File: config.mk
export PLATFORM = sky130hd
export DESIGN_NAME = round_robin_slice_scheduler
export DESIGN_NICKNAME = d
export VERILOG_FILES = /design/src/rtl/rrss_pkg.sv /design/src/rtl/round_robin_slice_scheduler.sv /design/src/rtl/rrss_ctrl.sv /design/src/rtl/rrss_datapath.sv
export VERILOG_INCLUDE_DIRS = /design/src /design/src/rtl
export SDC_FILE = /design/constraint.sdc
export NUM_CORES = 1
export LEC_CHECK = 0
export ABC_AREA = 1
export ABC_CLOCK_PERIOD_IN_PS = 6230
export BUFFER_PORTS_ARGS = -buffer_cell sky130_fd_sc_hd__buf_2
export CAP_MARGIN = 10
export CORE_AREA = 2 2 187 189
export DETAILED_ROUTE_END_ITERATION = 12
export DIE_AREA = 0 0 189 191
export PLACE_DENSITY = 0.84
export SYNTH_ARGS = -nofsm -noshare
export SYNTH_HDL_FRONTEND = slang
export SYNTH_SLANG_ARGS = --single-unit
File: constraint.sdc
create_clock -name clk_i -period 6.23 [get_ports clk_i]
set_input_delay 0.623 -clock clk_i [delete_from_list [all_inputs] [get_ports clk_i]]
set_output_delay 0.623 -clock clk_i [all_outputs]
set_load 0.02 [all_outputs]
File: src/rtl/round_robin_slice_scheduler_assert.svh
// Assertion macros shared by the scheduler RTL modules.
// Each using module must have clk_i and rst_ni in scope.
`ifndef ROUND_ROBIN_SLICE_SCHEDULER_ASSERT_SVH
`define ROUND_ROBIN_SLICE_SCHEDULER_ASSERT_SVH

// Same-cycle implication, checked on every clock edge outside reset.
`define RRSS_ASSERT_NOW(lbl, ante, cons, msg) \
  lbl: assert property (@(posedge clk_i) disable iff (!rst_ni) (ante) |-> (cons)) \
    else $error(msg);

// Next-cycle implication, checked on every clock edge outside reset.
`define RRSS_ASSERT_NEXT(lbl, ante, cons, msg) \
  lbl: assert property (@(posedge clk_i) disable iff (!rst_ni) (ante) |=> (cons)) \
    else $error(msg);

`endif

File: src/rtl/rrss_pkg.sv
// Package for the round-robin slice scheduler.
// Holds the transaction payload types, the control/status structs and the widths.
// No dependencies.
package rrss_pkg;

  // Fixed field widths.
  localparam int unsigned BURST_W           = 16;
  localparam int unsigned TIME_W            = 21;
  localparam int unsigned OUT_TIME_W        = 20;
  localparam int unsigned PID_W             = 5;
  localparam int unsigned MAX_PROCESSES_DEF = 16;
  localparam logic [BURST_W-1:0] QUANTUM_RESET = BURST_W'(1);

  // Operation codes of an input transaction.
  typedef enum logic [1:0] {
    MODE_LOAD  = 2'd0,
    MODE_SLICE = 2'd1,
    MODE_CLEAR = 2'd2,
    MODE_NONE  = 2'd3
  } mode_e;

  typedef struct packed {
    mode_e              mode;
    logic [BURST_W-1:0] burst_time;
  } in_item_t;

  typedef struct packed {
    logic [PID_W-1:0]      process_id;
    logic [OUT_TIME_W-1:0] start_time;
    logic [OUT_TIME_W-1:0] end_time;
    logic [BURST_W-1:0]    slice_length;
    logic                  finished;
    logic                  all_done;
    logic                  load_dropped;
  } out_item_t;

  // Commands from the controller to the datapath.
  typedef struct packed {
    logic accept;  // input transaction taken this cycle
    logic step;    // read the table entry at the scan index
    logic check;   // examine the entry read in the previous cycle
    logic emit;    // move the staged result into the output register
  } dp_cmd_t;

  // Status from the datapath to the controller.
  typedef struct packed {
    logic table_full;
    logic no_live;
    logic hit;
    logic out_free;
  } dp_status_t;

endpackage

File: src/rtl/round_robin_slice_scheduler.sv
// Round-robin time-slice scheduler: load bursts, hand out slices in rotating
// order, and report each slice. A load or clear transaction produces no result
// unless the load is dropped; a dropped load or a slice request with nothing left
// goes straight to the staged result. A slice request probes between one entry and
// the process count of table entries: the table has one read port with a
// registered read, so each probe is a read step followed by a check step. The output
// register lets a new transaction be taken while the previous result waits.
// Depends on rrss_pkg, rrss_ctrl and rrss_datapath.
module round_robin_slice_scheduler #(
  parameter int unsigned MAX_PROCESSES = rrss_pkg::MAX_PROCESSES_DEF
) (
  input  logic                         clk_i,
  input  logic                         rst_ni,
  input  logic                         in_valid_i,
  output logic                         in_stall_o,
  input  rrss_pkg::in_item_t           in_item_i,
  output logic                         out_valid_o,
  input  logic                         out_stall_i,
  output rrss_pkg::out_item_t          out_item_o,
  input  logic                         cfg_valid_i,
  output logic                         cfg_ready_o,
  input  logic [rrss_pkg::BURST_W-1:0] cfg_data_i
);
  import rrss_pkg::*;

  dp_cmd_t    cmd;
  dp_status_t status;

  // The quantum register is always writable.
  assign cfg_ready_o = 1'b1;

  rrss_ctrl u_ctrl (
    .clk_i      (clk_i),
    .rst_ni     (rst_ni),
    .in_valid_i (in_valid_i),
    .in_stall_o (in_stall_o),
    .mode_i     (in_item_i.mode),
    .status_i   (status),
    .cmd_o      (cmd)
  );

  rrss_datapath #(
    .MAX_PROCESSES (MAX_PROCESSES)
  ) u_datapath (
    .clk_i       (clk_i),
    .rst_ni      (rst_ni),
    .in_item_i   (in_item_i),
    .cmd_i       (cmd),
    .status_o    (status),
    .cfg_valid_i (cfg_valid_i),
    .cfg_data_i  (cfg_data_i),
    .out_valid_o (out_valid_o),
    .out_stall_i (out_stall_i),
    .out_item_o  (out_item_o)
  );

endmodule

File: src/rtl/rrss_ctrl.sv
// Controller state machine of the round-robin slice scheduler.
// Depends on rrss_pkg and the assertion macro header.
`include "round_robin_slice_scheduler_assert.svh"

module rrss_ctrl (
  input  logic                clk_i,
  input  logic                rst_ni,
  input  logic                in_valid_i,
  output logic                in_stall_o,
  input  rrss_pkg::mode_e     mode_i,
  input  rrss_pkg::dp_status_t status_i,
  output rrss_pkg::dp_cmd_t   cmd_o
);
  import rrss_pkg::*;

  typedef enum logic [1:0] {
    S_IDLE,
    S_READ,
    S_CHECK,
    S_EMIT
  } state_e;

  state_e state_q;
  logic   accept;

  // Items are taken only between transactions.
  assign in_stall_o = (state_q != S_IDLE);
  assign accept     = in_valid_i && (state_q == S_IDLE);

  assign cmd_o.accept = accept;
  assign cmd_o.step   = (state_q == S_READ);
  assign cmd_o.check  = (state_q == S_CHECK);
  assign cmd_o.emit   = (state_q == S_EMIT) && status_i.out_free;

  // State register and transitions.
  always_ff @(posedge clk_i or negedge rst_ni) begin
    if (!rst_ni) begin
      state_q <= S_IDLE;
    end else begin
      unique case (state_q)
        S_IDLE: begin
          if (accept) begin
            unique case (mode_i)
              MODE_LOAD:  state_q <= status_i.table_full ? S_EMIT : S_IDLE;
              MODE_SLICE: state_q <= status_i.no_live ? S_EMIT : S_READ;
              MODE_CLEAR: state_q <= S_IDLE;
              MODE_NONE:  state_q <= S_IDLE;
              default:    state_q <= S_IDLE;
            endcase
          end
        end
        S_READ:  state_q <= S_CHECK;
        S_CHECK: state_q <= status_i.hit ? S_EMIT : S_READ;
        S_EMIT: begin
          if (status_i.out_free) begin
            state_q <= S_IDLE;
          end
        end
        default: state_q <= S_IDLE;
      endcase
    end
  end

  // A missed probe must go on scanning, and a blocked result must wait.
  `RRSS_ASSERT_NEXT(a_miss_rescans, (state_q == S_CHECK) && !status_i.hit, state_q == S_READ, "scan stopped on an empty entry")
  `RRSS_ASSERT_NEXT(a_emit_holds, (state_q == S_EMIT) && !status_i.out_free, state_q == S_EMIT, "staged result left before output was free")
  `RRSS_ASSERT_NOW(a_no_accept_busy, state_q != S_IDLE, !cmd_o.accept, "transaction accepted while busy")

endmodule

File: src/rtl/rrss_datapath.sv
// Datapath of the round-robin slice scheduler: process table, time, quantum, output.
// Depends on rrss_pkg and the assertion macro header.
`include "round_robin_slice_scheduler_assert.svh"

module rrss_datapath #(
  parameter int unsigned MAX_PROCESSES = rrss_pkg::MAX_PROCESSES_DEF
) (
  input  logic                       clk_i,
  input  logic                       rst_ni,
  input  rrss_pkg::in_item_t         in_item_i,
  input  rrss_pkg::dp_cmd_t          cmd_i,
  output rrss_pkg::dp_status_t       status_o,
  input  logic                       cfg_valid_i,
  input  logic [rrss_pkg::BURST_W-1:0] cfg_data_i,
  output logic                       out_valid_o,
  input  logic                       out_stall_i,
  output rrss_pkg::out_item_t        out_item_o
);
  import rrss_pkg::*;

  localparam int unsigned IDX_W = $clog2(MAX_PROCESSES);
  localparam int unsigned CNT_W = $clog2(MAX_PROCESSES + 1);

  // Remaining time per process; entries at or above the count are never read.
  logic [BURST_W-1:0] rem_mem [MAX_PROCESSES];
  logic [BURST_W-1:0] rd_q;

  logic [CNT_W-1:0]   count_q;
  logic [CNT_W-1:0]   live_q;
  logic [IDX_W-1:0]   next_q;
  logic [IDX_W-1:0]   idx_q;
  logic [TIME_W-1:0]  time_q;
  logic [BURST_W-1:0] quantum_q;
  out_item_t          res_q;
  out_item_t          res_d;
  out_item_t          out_q;
  logic               out_valid_q;

  logic               table_full;
  logic               do_load;
  logic               do_slice;
  logic               do_clear;
  logic [IDX_W-1:0]   start_idx;
  logic [CNT_W-1:0]   idx_inc;
  logic [IDX_W-1:0]   idx_wrap;
  logic [BURST_W-1:0] q_eff;
  logic               short_run;
  logic [BURST_W-1:0] slice_len;
  logic [BURST_W-1:0] new_rem;
  logic [TIME_W-1:0]  end_time;
  logic               finished;
  logic [CNT_W-1:0]   live_after;
  logic               hit;

  assign table_full = (count_q >= CNT_W'(MAX_PROCESSES));
  assign do_load    = cmd_i.accept && (in_item_i.mode == MODE_LOAD);
  assign do_slice   = cmd_i.accept && (in_item_i.mode == MODE_SLICE);
  assign do_clear   = cmd_i.accept && (in_item_i.mode == MODE_CLEAR);

  // Scan start: the saved index, or the first entry if the table shrank below it.
  assign start_idx = (CNT_W'(next_q) >= count_q) ? '0 : next_q;
  assign idx_inc   = CNT_W'(idx_q) + CNT_W'(1);
  assign idx_wrap  = (idx_inc >= count_q) ? '0 : idx_inc[IDX_W-1:0];

  // Slice arithmetic on the entry read in the previous cycle.
  assign hit        = (rd_q != '0);
  assign q_eff      = (quantum_q == '0) ? BURST_W'(1) : quantum_q;
  assign short_run  = (rd_q < q_eff);
  assign slice_len  = short_run ? rd_q : q_eff;
  assign new_rem    = short_run ? '0 : (rd_q - q_eff);
  assign end_time   = time_q + TIME_W'(slice_len);
  assign finished   = (new_rem == '0);
  assign live_after = live_q - CNT_W'(finished);

  assign status_o.table_full = table_full;
  assign status_o.no_live    = (live_q == '0);
  assign status_o.hit        = hit;
  assign status_o.out_free   = !out_valid_q || !out_stall_i;

  assign out_valid_o = out_valid_q;
  assign out_item_o  = out_q;

  // Table memory: one write and one registered read per cycle.
  always_ff @(posedge clk_i) begin
    if (do_load && !table_full) begin
      rem_mem[count_q[IDX_W-1:0]] <= in_item_i.burst_time;
    end else if (cmd_i.check && hit) begin
      rem_mem[idx_q] <= new_rem;
    end
    if (cmd_i.step) begin
      rd_q <= rem_mem[idx_q];
    end
  end

  // Table bookkeeping, clock and quantum register.
  always_ff @(posedge clk_i or negedge rst_ni) begin
    if (!rst_ni) begin
      count_q   <= '0;
      live_q    <= '0;
      next_q    <= '0;
      time_q    <= '0;
      quantum_q <= QUANTUM_RESET;
    end else begin
      if (cfg_valid_i) begin
        quantum_q <= cfg_data_i;
      end
      if (do_load && !table_full) begin
        count_q <= count_q + CNT_W'(1);
        if (in_item_i.burst_time != '0) begin
          live_q <= live_q + CNT_W'(1);
        end
      end else if (do_clear) begin
        count_q <= '0;
        live_q  <= '0;
        next_q  <= '0;
        time_q  <= '0;
      end else if (cmd_i.check && hit) begin
        live_q <= live_after;
        next_q <= idx_wrap;
        time_q <= end_time;
      end
    end
  end

  // Next staged result: a dropped load, a report that no process is left, or a slice report.
  always_comb begin
    res_d = res_q;
    if (do_load) begin
      res_d              = '0;
      res_d.load_dropped = 1'b1;
    end else if (do_slice) begin
      res_d            = '0;
      res_d.start_time = time_q[OUT_TIME_W-1:0];
      res_d.end_time   = time_q[OUT_TIME_W-1:0];
      res_d.all_done   = 1'b1;
    end else if (cmd_i.check && hit) begin
      res_d.process_id   = PID_W'(idx_inc);
      res_d.start_time   = time_q[OUT_TIME_W-1:0];
      res_d.end_time     = end_time[OUT_TIME_W-1:0];
      res_d.slice_length = slice_len;
      res_d.finished     = finished;
      res_d.all_done     = (live_after == '0);
      res_d.load_dropped = 1'b0;
    end
  end

  // Scan index and staged result.
  always_ff @(posedge clk_i) begin
    if (do_slice) begin
      idx_q <= start_idx;
    end else if (cmd_i.check && !hit) begin
      idx_q <= idx_wrap;
    end
    res_q <= res_d;
  end

  // Output register.
  always_ff @(posedge clk_i or negedge rst_ni) begin
    if (!rst_ni) begin
      out_valid_q <= 1'b0;
    end else if (cmd_i.emit) begin
      out_valid_q <= 1'b1;
    end else if (!out_stall_i) begin
      out_valid_q <= 1'b0;
    end
  end

  always_ff @(posedge clk_i) begin
    if (cmd_i.emit) begin
      out_q <= res_q;
    end
  end

  `RRSS_ASSERT_NOW(a_live_le_count, 1'b1, live_q <= count_q, "more live processes than loaded")
  `RRSS_ASSERT_NOW(a_scan_in_table, cmd_i.step, CNT_W'(idx_q) < count_q, "scan index outside the table")
  `RRSS_ASSERT_NEXT(a_emit_valid, cmd_i.emit, out_valid_q, "emitted result not presented")

endmodule
Word level (Yosys, flattened, before mapping). Memories as Yosys holds them, arrays and structs flattened. A register that Yosys moved wholly into a read port is not among the register bits. Index checks and enable logic that the tools add are counted.

Input port bits: 39. Register bits: 186. Memory bits (writable): 256. Memories kept: 1. Output and inout bits: 67. Logic and storage cells: 113.

Memory list: u_datapath.rem_mem (depth 16, width 16, read ports 1, clocked after memory_dff 1, wr ports 1, RTL line rrss_datapath.sv:25) `logic [BURST_W-1:0] rem_mem [MAX_PROCESSES];`.

Magnitude comparators: 4. Bitwise gates (word level): 1. Add/sub/neg operators: 6. Equal/unequal tests: 10. Reductions and logical operators: 33. Multiplexer cells: 36.

Operators by type and width (count): $mux W59 (2); $mux W16 (4); $mux W21 (2); $logic_not A16 Y1 (2); $reduce_bool A16 Y1 (2); $mux W5 (6); $mux W4 (7); $add A21 B16 Y21 (1); $lt A16 B16 Y1 (1); $reduce_or A16 Y1 (1); $sub A16 B16 Y16 (1); $add A5 B1 Y5 const B (2); $logic_not A5 Y1 (2); $mux W2 (5); $reduce_bool A2 Y1 (5); $eq A2 B2 Y1 const B (4); $logic_and A1 B1 Y1 (8); $mux W1 (8); $pmux W2 S4 (1); $ne A2 B1 Y1 const B (3); $pmux W2 S3 (1); $reduce_and A2 Y1 (3); $add A4 B1 Y5 const B (1); $ge A4 B5 Y1 (1); other kinds (11) (17).

Depth between registers and ports, before layout. Gate-level depths: netlist of run 1.

Depth after elaboration: 9. Gate-level depth with buffers: 26.

Hierarchy. A second synthesis of run 1 with hierarchy kept.

Cell total of the unflattened synthesis: 2002. Area, all modules: 20299.5 sq um.

Modules (own cells, without submodules): rrss_datapath (times used 1, sequential area each 12768.5 sq um, area an instance 20115.5 sq um, cells an instance 1969); rrss_ctrl (times used 1, sequential area each 50.0 sq um, area an instance 172.7 sq um, cells an instance 31); round_robin_slice_scheduler (times used 1, sequential area each 0.0 sq um, area an instance 11.3 sq um, cells an instance 2).

Worst setup path before layout of run 1. OpenSTA, ideal clock, no wires.

Path type: input -> register. Start point: input out_stall_i. End point: register u_datapath.out_q (netlist bit u_datapath.out_item_o[0]) (enable). Data required time: 5742 ps. Buffers on the path: 0. Path slack: 2303 ps. Data arrival time: 3439 ps. Stages on the path: 3. Path through: nand2_1 -> inv_1 -> nor2_1.

RTL lines: start, declared (RTL line round_robin_slice_scheduler.sv:18) `input logic out_stall_i,`; end signal, assigned (RTL line rrss_datapath.sv:170) `out_q <= res_q;`; end, declared (RTL line rrss_datapath.sv:36) `out_item_t out_q;`.

Worst setup path in the final report of run 1.
Start point: register u_datapath.quantum_q[9]. End point: register u_datapath.time_q[14].

Cells in the longest elaborated chain, start to end: 7.

Ends and longest elaborated chain: start, declared (RTL line rrss_datapath.sv:33) `logic [BURST_W-1:0] quantum_q;`; start signal, assigned (RTL line rrss_datapath.sv:105) `quantum_q <= cfg_data_i;`; $logic_not A16 Y1 (RTL line rrss_datapath.sv:67) `assign q_eff = (quantum_q == '0) ? BURST_W'(1) : quantum_q;`; $mux W16 * (RTL line rrss_datapath.sv:67); $lt A16 B16 Y1 (RTL line rrss_datapath.sv:68) `assign short_run = (rd_q < q_eff);`; $mux W16 * (RTL line rrss_datapath.sv:69) `assign slice_len = short_run ? rd_q : q_eff;`; via u_datapath.slice_len[0] (RTL line rrss_datapath.sv:48) `logic [BURST_W-1:0] slice_len;`; $add A21 B16 Y21 * (RTL line rrss_datapath.sv:71) `assign end_time = time_q + TIME_W'(slice_len);`; $mux W21 * (RTL line rrss_datapath.sv:117) `end else if (cmd_i.check && hit) begin`; $mux W21 * (RTL line rrss_datapath.sv:112) `end else if (do_clear) begin`; end signal, assigned (RTL line rrss_datapath.sv:120) `time_q <= end_time;`; end, declared (RTL line rrss_datapath.sv:32) `logic [TIME_W-1:0] time_q;`.

The timed path passes the listed nets; every way through them passes the cells marked *. The select of a mux whose other input is x is not followed. A chain may end at the register's enable or synchronous reset.

==> results of run 1 <==
[logic make-up after synthesis]
kind of cell	share of synthesized area
fa+ha+maj	0.0336
buf+inv	0.0528
xor+xnor	0.00910
flops	0.634
other cells	0.000186
simple gates	0.153
compound gates	0.117
[metrics by stage]
| step | instance area, sq um | setup slack [ns] |
|---|---|---|
| 2_1_floorplan | 20200 | 2.30 |
| 3_3_place_gp | 21100 | 2.11 |
| 3_5_place_dp | 21100 | 2.01 |
| 4_1_cts | 22700 | 1.97 |
| 5_1_grt | 22700 | 1.56 |
| 6_report | 22700 | 1.95 |
[final timing paths]
path	from	end	slack, ns	depth (start not counted)
hold / removal	rst_ni	u_datapath.time_q[5]	0.19	2
setup reg to reg	u_datapath.quantum_q[9]	u_datapath.time_q[14]	1.95	23
min in group clk_i	cfg_data_i[8]	u_datapath.quantum_q[8]	0.25	3
setup / recovery	u_datapath.quantum_q[9]	u_datapath.time_q[14]	1.95	23
hold reg to reg	u_datapath.res_q[53]	u_datapath.out_item_o[53]	0.39	0
max in group asynchronous	rst_ni	u_datapath.time_q[8]	5.51	2
[power groups by stage]
stage               sequential (uW)  clock [uW]  combinational [uW]
finish                         4530        2810                3550
global route                   4580        2940                3920
CTS                            4520        2810                3510
detailed placement             4580           0                3450
global placement               4550           0                3370
floorplan                      4570           0                2440
[cell usage in the layout, fill, tap and decap left out, drive strengths merged, types with 5 or more instances in the layout]
master  Yosys  layout
nand3      92      92
edfxtp    340     340
clkinv      1      18
ha         51      51
bufinv      0       7
a221oi     19      19
xor2       16      16
o22ai      33      33
dfrtp      52      52
a21oi     106     106
nand4      23      23
dfxtp      64      64
a31oi      10      10
o21ai     214     214
nor4       13      13
nor3        8       8
xnor2       5       5
o221ai     12      12
inv       171     171
buf        40     140
nor2      193     193
clkbuf     44      54
nand2     387     387
[synthesized netlist by cell type, types with 16 or more instances]
library cell,count,share of area
o21ai_0,149,0.037
nand4_1,23,0.0071
nand3_1,91,0.023
dfrtp_1,52,0.064
a21oi_1,91,0.023
clkbuf_1,42,0.0078
inv_1,161,0.030
buf_2,28,0.0069
nor2_1,189,0.035
a221oi_1,19,0.0082
o22ai_1,29,0.0090
nand2_1,376,0.070
dfxtp_1,64,0.063
edfxtp_1,340,0.51
xor2_1,16,0.0069
o21ai_1,60,0.015
ha_1,51,0.032
[state kept, by name (all words and copies together), names as in the netlist]
| signal | count |
|---|---|
| u_datapath.live_q | 5 |
| u_datapath.rem_mem | 256 |
| u_datapath.idx_q | 4 |
| u_datapath.time_q | 20 |
| u_datapath.next_q | 4 |
| u_datapath.out_valid_o | 1 |
| u_datapath.res_q | 64 |
| u_datapath.count_q | 5 |
| u_datapath.quantum_q | 16 |
| u_ctrl.state_q | 2 |
| u_datapath.out_item_o | 64 |
| u_datapath.rd_q | 16 |
[layer usage]
| layer | track usage | up-vias |
|---|---|---|
| met4 | 0.119 | 2 |
| li1 | - | 6889 |
| met2 | 0.502 | 876 |
| met5 | 0 | - |
| met3 | 0.0474 | 154 |
| met1 | 0.368 | 7059 |
[layout make-up]
type / instances / area [sq um]
clock buffer: 54 / 1160
clock inverter: 25 / 380
fill: 2451 / 11400
inverter: 172 / 647
multi-input combinational: 1210 / 6330
sequential: 457 / 12800
tap: 455 / 569
timing repair buffer: 140 / 791
[worst max-delay path: cells and delay by family (launching register included)]
| kind | cells | cell delay (ns) |
|---|---|---|
| flops | 1 | 0.39 |
| fa+ha+maj | 4 | 1.15 |
| compound gates | 2 | 0.18 |
| simple gates | 16 | 2.33 |
| buf+inv | 1 | 0.07 |
==> results summary, run 1 <==
The core region is 0.0341 sq mm. The maximum clock rate is 0.234 GHz. Total power for the finished layout comes to 10900 uW. The slowest stage of the critical path is the fa_1 cell.

Global routing finished with a remaining overflow of 0. The highest net fanout along the worst path came out at 52. The residual DRC count is 0. Dividing the final minimum period by the clock period gives 0.687. The global-route wire length before repair came out at 80.5 mm.

The fraction of final layout cells with drive strength greater than 1 came out at 0.132. The starting utilization of the core area came out at 0.592. The number of port buffers is 104.

The tool flagged a number of max-cap violations equal to 0. In this run the vertical extent of the chip is 191 um. The routed design has 52.4 mm of wire. Post-CTS repair changed the size of 0 cells. The internal power of the cells came out at 6880 uW. The half-perimeter wire length after placement came out at 33.5 mm. STA classifies the critical path endpoint as a flip-flop.

The commonest register cell after synthesis is edfxtp_1. In this design, the critical path's most frequently occurring cell is nand2_1. When the netlist entered floorplanning its net count stood at 2015. The total negative setup slack is 0 ns. The maximum resistive drop on vdd came out at 0.283 mV. For this run, the share of the core covered by cells in the final layout is 0.665. Data on the critical path is required at its endpoint by 6.65 ns. Excluding fillers, the count of instances in the completed layout stands at 2513.

The number of cells after detailed placement is 2433. In this run the core area contains 68 standard-cell rows. The final clock skew came out at 0.0550 ns.

The area growth from synthesis to layout came out at 12.3%. The number of flops mapped to enable cells by yosys came out at 340. A synthesized cell averages 10.5 sq um. Synthesis handed over a netlist of 1923 instances. The vias after detailed routing is 15.0k. The uppermost metal layer occupied by signal nets is met5. The number of failing hold endpoints at the final stage is 0. At the later pin of the worst-skew pair, clock insertion delay measures 0.60 ns.

Counting flops with an async set or reset pin after synthesis yields a share of 0.116. The number of sinks on the clock net came out at 457. After clock tree synthesis, the clock-pin slew on the worst setup and hold paths is 0.07 ns. The number of synthesis warnings came out at 0. The max-slew violation total from the final report is 0. The ratio of routed vias to standard cells came out at 5.96. For this run, the post-layout net count is 2117.

The signal arrival time at the worst endpoint is 4.70 ns. The CTS H-tree depth is 2. The number of buffers inserted to repair setup after CTS came out at 0. The average detailed-routed wire length per instance came out at 20.9 um.

The post-cts hold buffer count is 0. The number of iterations in the first detailed-routing pass came out at 6. The final worst hold slack is 0.187 ns.

The net switching power figure is 4010 uW. The repair_antennas step left the layout with diodes totalling 0. Summing every instance area after synthesis gives 0.0202 sq mm.

The total routing resource utilization after global routing came out at 0.291. The number of global-route vias before repair is 14.6k. After detailed routing, the wire length on met1 is 20.0 mm. The measured slew at the worst slew-check pin came out at 1.20 ns. Routability-driven placement finished with a final weighted congestion of 0.951. The flow ran to the end, and the final reports show no timing, DRC or antenna violations. Summed over all nets, wire length on met2 after detailed routing comes to 25.9 mm. The total of endpoints with negative setup slack in the final report is 0. In this run the static leakage power is 0.00906 uW. The total of flip-flops plus latches after synthesis came out at 457. The maximum number of pins on one net before global-route repair came out at 77. Dividing total power by cell area gives a power density of 480 mW/mm^2.

Clock tree synthesis selected as its root buffer the cell clkbuf_16. The power share of the combinational group came out at 0.326. The share of synthesized area occupied by flip-flops and latches came out at 0.634.

The count of nets left with antenna violations once routing finished came out at 0. Of the total power, the clock network draws 0.258. The critical path in this run is classified as reg2reg. The routed length on met3 came out at 4.71 mm. The shortest clock period the worst path allows after layout is 4.28 ns.

The worst hold path belongs to the class in2async. The portion of total power attributed to sequential cells is 0.416. 106 I/O pins were placed.

The initial antenna violation count is 2. The category of the worst setup path launch point is a flip-flop. TritonCTS built the clock tree.

The die covers 0.0361 sq mm. For this run, the slowest stage of the critical path takes 0.49 ns. The worst pin sits at a relative slew slack of 0.197. The maximum buffer depth of the clock tree came out at 3.

The critical path goes through nor4_1 -> nand4_1 -> nand2_1 -> ha_1 -> fa_1 -> inv_1 -> nand3_1 -> nand2_1 -> nand2_1 -> nand2_2 -> nand2_4 -> nand2_8 -> nand2_1 -> o21ai_2 -> ha_1 -> fa_1 -> nand3_1 -> nand3_1 -> nand2_1 -> nand2_1 -> or2_2 -> nand3_1 -> o21ai_1. The switching part of the total power is 0.368. In this run the horizontal extent of the chip is 189 um.

Setup repair after global routing left no endpoint under its margin. The TritonCTS buffer count is 44. Yosys mapped the design onto 58 distinct sky130hd cell types. The starting DRC count in detailed routing is 1822.
(Power assumes the default switching activity.)
==> inputs of run 2 (changes only) <==
- ABC_CLOCK_PERIOD_IN_PS: 6230 -> 4000
- clock period: 6.23 -> 4 ns (I/O delays scaled with it)
==> run 2 against run 1 <==
Compared with the run above:
- power up 60%
- clock-buffer cell count increased by 13
- largest power group unchanged
- fmax rose by 12%
- routed wire length rose by 0.36%
- worst hold slack got worse by 0.13 ns
- global-route usage shrank 0.24 points
- cell count up 1.6%
- non-clock buffer count grew 33
- largest cell class unchanged
- critical path type unchanged
- via count up 1.9%
- flip-flop and latch count unchanged
==> results summary, run 2 (same netlist as run 1, synthesis figures left out) <==
The vias after detailed routing came out at 15.3k. TritonCTS built the clock tree. The filler cells instantiated in the layout total 2331. The worst path needs 3.83 ns of the cycle, external delays included.

Internal power comes to 11100 uW. The total grt overflow came out at 0. The total routing resource utilization after global routing came out at 0.289. The number of global-route vias before repair came out at 14.4k.

The flip-flop count of the largest register after layout came out at 256. The maximum buffer depth of the clock tree is 3. The starting DRC count in detailed routing came out at 1802. The maximum clock rate came out at 0.261 GHz. The slowest stage of the critical path is the dfrtp_1 cell. The average detailed-routed wire length per instance is 20.6 um. Once routing completed, OpenROAD measured the worst setup slack at 0.169 ns. The floorplan core area is 0.0341 sq mm. For this design the total switching power over the nets is 6360 uW. The signal arrival time at the worst endpoint is 4.33 ns.

The final clock skew is 0.0354 ns. The starting utilization of the core area is 0.592. The area of all placed cells without fillers is 0.0233 sq mm. The remaining max-slew budget at the tightest pin came out at 0.337. In the layout the commonest cells are nand2_1, edfxtp_1, nor2_1.

The final worst hold slack came out at 0.0524 ns. The total of endpoints with negative setup slack in the final report came out at 0. The tool flagged a number of max-cap violations equal to 0.

The number of placement rows came out at 68. The number of routed nets with antenna violations is 0. The critical path in this run is classified as reg2reg. At the placement stage, the worst setup path has a slack of -0.128 ns. The run finished with clean final reports. The width of the die is 189 um.

The highest net fanout along the worst path is 20. In this design, the largest share of critical-path delay is due to simple AND/OR/NAND/NOR gates. The die area is 0.0361 sq mm. The overall power of the completed layout came out at 17500 uW.

The CTS H-tree depth came out at 2. The maximum resistive drop on vdd is 0.462 mV. The number of placed I/O pins came out at 106. The half-perimeter wire length after placement is 34.7 mm.

The measured slew at the worst slew-check pin came out at 0.993 ns. The most common cell after layout, fill and taps aside is nand2_1. The data required time at the worst endpoint is 4.50 ns.

The share of total power dissipated in combinational logic is 0.345. The height of the die came out at 191 um. The ratio of routed vias to standard cells is 5.98.

The max-slew violation total from the final report is 0. The cell at the root of the clock tree is clkbuf_16. The global-route wire length before repair is 79.4 mm. The share of power burned in the clock network is 0.250. The number of failing hold endpoints at the final stage is 0. Setup repair after global routing could not meet its margin everywhere.

The number of clock buffers added by TritonCTS is 44. The total wire length came out at 52.6 mm. The number of iterations in the first detailed-routing pass is 6.

In the final layout, the share of cells above drive strength 1 is 0.163. The area growth from synthesis to layout came out at 15.2%. After clock tree synthesis, the clock-pin slew on the worst setup and hold paths is 0.06 ns. The initial antenna violation count came out at 3. The later pin in the worst-skew pair is clocked with a latency of 0.59 ns. The weighted congestion reported at the end of routability-driven placement came out at 0.916.

The number of sinks on the clock net is 457. The portion of total power attributed to sequential cells is 0.405. The class of the tightest hold or removal check is in2reg.

Summed over all failing endpoints, the final setup total negative slack is 0 ns. The switching part of the total power is 0.364. The power density of the placed cells came out at 749 mW/mm^2.

The maximum single-stage delay on the critical path is 0.45 ns. The residual DRC count is 0. The final layout contains 2152 nets. STA classifies the critical path endpoint as a flip-flop. The maximum number of pins on one net before global-route repair is 91.

The register-to-register path setup slack is 0.17 ns. The number of port buffers came out at 104. Counting flops per register, the top entry is u_datapath.rem_mem. The number of buffer and inverter stages on the critical path is 3. The total placed instance area came out at 0.0214 sq mm. The final critical-path share of the clock period came out at 0.958. In this run the static leakage power is 0.00925 uW. The worst setup path is launched from a flip-flop.
## run 2: metrics by stage
step	std cells	utilization
floorplan	1923	-
detailed placement	2465	0.627
global route	2551	0.682
CTS	2549	0.673
global placement	2465	0.627
finish	2552	0.682
## run 2: layout make-up
cell class	count	area, sq um	share of cell area
Timing Repair Buffer	173	1050	0.0452
Clock buffer	67	1260	0.0541
Multi-Input combinational cell	1212	6650	0.286
Tap cell	455	569	0.0245
Clock inverter	15	283	0.0121
Inverter	172	647	0.0278
Sequential cell	457	12800	0.551
Antenna cell	1	2.50	0.000107
## run 2: worst reg2reg max path: stages, from the launching register on
cell and delay [ns]:
dfrtp_1 0.45, nor4_2 0.26, nand4_1 0.16, nand2_2 0.15, ha_4 0.15, fa_2 0.21, inv_1 0.06, nand3_1 0.08
nand2_2 0.08, nand2_1 0.08, nand2_2 0.08, nand2_4 0.15, nand2_8 0.10, buf_12 0.17, nand3_1 0.12, nand2_1 0.06
nor2_1 0.13, nand3_2 0.17, inv_2 0.13, ha_4 0.15, ha_4 0.15, xnor2_2 0.12, nand3_1 0.10, nor3_1 0.18
o21ai_0 0.11, nor2_1 0.14
## run 2: path summary, 6_finish.rpt
check | startpoint | end | cells after the start
setup / recovery | u_datapath.quantum_q[1] | u_datapath.res_q[1] | 25
hold / removal | cfg_data_i[9] | u_datapath.quantum_q[9] | 3
setup reg to reg | u_datapath.quantum_q[1] | u_datapath.res_q[1] | 25
hold reg to reg | u_datapath.res_q[59] | u_datapath.out_item_o[59] | 0
max in group asynchronous | rst_ni | u_datapath.count_q[2] | 3
min in group asynchronous | rst_ni | u_datapath.time_q[5] | 2
## run 2: per-layer routing
metal / vias up / routed length [um] / track usage
met5: - / 26 / 0
met4: 4 / 2260 / 0.127
met3: 165 / 4750 / 0.0591
met2: 839 / 25500 / 0.484
met1: 7286 / 20100 / 0.366
li1: 6967 / - / -
## run 2: what timing repair did
item,CTS,global route
cloned,1,1
hold endpoints to repair,20,0
pin swaps,2,14
setup buffers,0,1
hold buffers,1,0
setup endpoints to repair,10,33
resized for setup,1,51
## run 2: power groups by stage
stage / Clock (uW) / Sequential, uW / Combinational (uW)
after global placement: 0 / 7070 / 5440
after detailed placement: 0 / 7110 / 5600
after CTS: 4400 / 7030 / 5690
after floorplan: 0 / 7120 / 3800
after global routing: 4570 / 7140 / 6620
final: 4370 / 7070 / 6010
==> inputs of run 3 (changes only) <==
- CELL_PAD_IN_SITES_DETAIL_PLACEMENT: default -> 0
- CELL_PAD_IN_SITES_GLOBAL_PLACEMENT: default -> 1
- CORE_AREA: 2 2 187 189 -> 2 2 207 209
- DIE_AREA: 0 0 189 191 -> 0 0 209 211
- PLACE_DENSITY: 0.84 -> 0.85
==> run 3 against run 2 <==
Compared with the run above:
- clock skew decreased by 0.0069 ns
- flip-flop and latch count unchanged
- routed wire length up 2.6%
- critical endpoint is now u_datapath.res_q[33]
- sequential share of layout area fell by 0.58 points
- via count down 2.4%
- largest power group unchanged
==> results summary, run 3 (same netlist as run 1, synthesis figures left out) <==
The flow ran to the end, and the final reports show no timing, DRC or antenna violations. The cell depth of the worst hold path is 3. The height of the die is 211 um.

The max-slew violation total from the final report is 0. Among the stages of the critical path, the cell type that occurs most often is nand2_1. The H-tree was split into 2 levels. The number of failing hold endpoints at the final stage is 0.

For hold timing, the worst endpoint is u_datapath.quantum_q[8]. After routing, the total negative slack on setup checks comes to 0 ns. The starting DRC count in detailed routing is 1556.

The largest register by flop count is u_datapath.rem_mem. The type of destination of the critical path is a flip-flop. The TritonCTS clock tree is yes. In the final layout, the share of cells above drive strength 1 is 0.172.

Summing all multi-input logic gate instances after layout gives 0.00673 sq mm. After layout, the worst setup slack is 0.141 ns. The first global-routing pass estimated 81.4 mm of wire. The type of the worst setup path is reg2reg. The die covers 0.0441 sq mm. Once layout is complete, the utilization of the core stands at 0.564. The TritonCTS buffer count is 46. The endpoint identified for the worst register-to-register timing path is u_datapath.res_q[33]. The number of routed nets with antenna violations came out at 0. The startpoint of the worst-slack reg-to-reg timing path is u_datapath.quantum_q[8]. In the layout the commonest cells are nand2_1, edfxtp_1, nor2_1.

The average detailed-routed wire length per instance came out at 20.5 um. The floorplan step defined a core boundary enclosing 0.0418 sq mm. The number of placed I/O pins came out at 106. The signal on the critical path passes through nor4_2 -> nand4_1 -> nand2_1 -> ha_2 -> fa_2 -> inv_1 -> nand3_1 -> nand2_1 -> nand2_2 -> nand2_4 -> nand2_8 -> nand2_8 -> nand2_1 -> o21ai_2 -> ha_2 -> fa_2 -> buf_4 -> nand3_1 -> nand3_2 -> nand2_1 -> nand2_1 -> or2_2 -> nand3_1 -> a21oi_1. The register area is 0.0128 sq mm. The final critical-path share of the clock period is 0.965.

The worst setup path is launched from a flip-flop. The flip-flop count of the largest register after layout came out at 256. The maximum buffer depth of the clock tree is 3. Leaving out fill and tap cells, the most frequent cell in the layout is nand2_1.

The register-to-register path setup slack came out at 0.14 ns. For the pin with the worst max-slew slack, the measured transition is 1.20 ns. The highest net fanout along the worst path is 6.

Data arrives at the worst endpoint at 4.29 ns. The initial utilization of the core area, before any placement, comes to 0.484. The cell at the slowest stage of the critical path is fa_2. The clock edge transition at the registers on the reported setup and hold paths is 0.06 ns. The number of sinks on the clock net is 457. The total routing resource utilization after global routing came out at 0.242. The data required time at the worst endpoint came out at 4.44 ns.

Setup violations remaining at the end of the flow were counted as 0. The min-delay analysis places its worst path in the category in2reg. The residual DRC count is 0. The max-cap violation count came out at 0.

The final clock skew is 0.0286 ns. The total grt overflow is 0. In this run the static leakage power is 0.00933 uW.

The width of the die is 209 um. The layout has 3463 filler cells. The total placed instance area is 0.0214 sq mm.

The half-perimeter wire length after placement came out at 35.0 mm. The area of all placed cells without fillers came out at 0.0235 sq mm. The final route contains 14.9k vias. The remaining max-slew budget at the tightest pin is 0.201. The total wire length came out at 54.0 mm. The maximum number of pins on one net before global-route repair came out at 131.

The overall power of the completed layout is 17800 uW. The number of placement rows is 75. Routability-driven placement finished with a final weighted congestion of 0.923.

The cell count of the worst reg-to-reg path is 24. In this run the most critical hold path is launched from cfg_data_i[8]. The net total in the final layout came out at 2151.

Using the TritonRoute via totals, the vias-per-cell ratio works out to 5.66. Timing would allow up to 0.259 GHz. The number of global-route vias before repair is 14.2k.

Clock latency on the worst-skew pair, taken at its later pin, is 0.59 ns. The antenna diode count is 0. The first detailed-routing pass ran for 5 iterations. The maximum single-stage delay on the critical path came out at 0.42 ns. The number of port buffers came out at 104. Timing analysis after detailed placement gives a worst setup slack of -0.0483 ns. The shortest clock period the worst path allows after layout came out at 3.86 ns.

Power spread over the standard cell area amounts to 757 mW/mm^2. The worst-case IR drop observed on VDD is 0.355 mV. The area growth from synthesis to layout is 16.5%. The cell at the root of the clock tree is clkbuf_16. The initial antenna violation count was 0.
-- run 3: cell count changes in the layout (fill, tap and decap cells not counted), sizes merged --
cell      previous run  this run
nand2              389       390
clkinv               9        17
clkinvlp             0         2
diode                1         0
bufinv               6         9
buf                172       167
clkbuf              67        57
-- run 3: how the worst max path moves through the flow --
stage | start | end | slack, ns | depth (start not counted)
final | u_datapath.quantum_q[8] | u_datapath.res_q[33] | 0.14 | 24
after global routing | u_datapath.quantum_q[14] | u_datapath.res_q[32] | -0.06 | 25
after CTS | u_datapath.quantum_q[13] | u_datapath.res_q[36] | 0.01 | 23
after detailed placement | u_datapath.quantum_q[0] | u_datapath.res_q[30] | -0.05 | 24
after global placement | u_datapath.quantum_q[0] | u_datapath.time_q[15] | 0.02 | 25
after floorplan | u_datapath.out_valid_o | u_datapath.out_item_o[0] | 0.23 | 3
-- run 3: area by class of cell --
type                            count  area share
Clock buffer                       56      0.0518
Clock inverter                     28      0.0168
Inverter                          172      0.0275
Multi-Input combinational cell   1213       0.286
Sequential cell                   457       0.545
Tap cell                          539      0.0287
Timing Repair Buffer              169      0.0446
-- run 3: worst max-delay path, delay by kind of cell, from the launching register on --
family	cells	cell delay, ns
simple gates	16	1.89
fa+ha+maj	4	1.05
flops	1	0.40
buf+inv	2	0.21
compound gates	2	0.15
-- run 3: per-layer routing --
metal / global-route usage / part of all wire / vias up
li1: - / - / 6962
met2: 0.405 / 0.48 / 572
met3: 0.0333 / 0.068 / 109
met1: 0.325 / 0.42 / 7255
met5: 0 / 0 / -
met4: 0.0877 / 0.031 / 0
-- run 3: timing repair --
action | 4_1_cts | 5_1_grt
endpoints found under the setup margin | 13 | 37
cloned | 1 | 2
hold endpoints to repair | 26 | 0
pin swaps | 2 | 14
hold buffers | 1 | 0
resized for setup | 0 | 73
buffers inserted | 1 | 5
-- run 3: report_power, final --
part           leakage (uW)  total, uW  switching [uW]  internal, uW
registers           0.00430       7070             549          6520
clock network      0.000788       4580            1810          2770
logic               0.00424       6160            4120          2040
-- run 3: stage by stage --
stage,hold slack (ns),instances
6_report,0.0427,2634
3_3_place_gp,0.411,2539
5_1_grt,0.0429,2634
3_5_place_dp,0.410,2539
2_1_floorplan,0.104,1923
4_1_cts,0.0194,2626
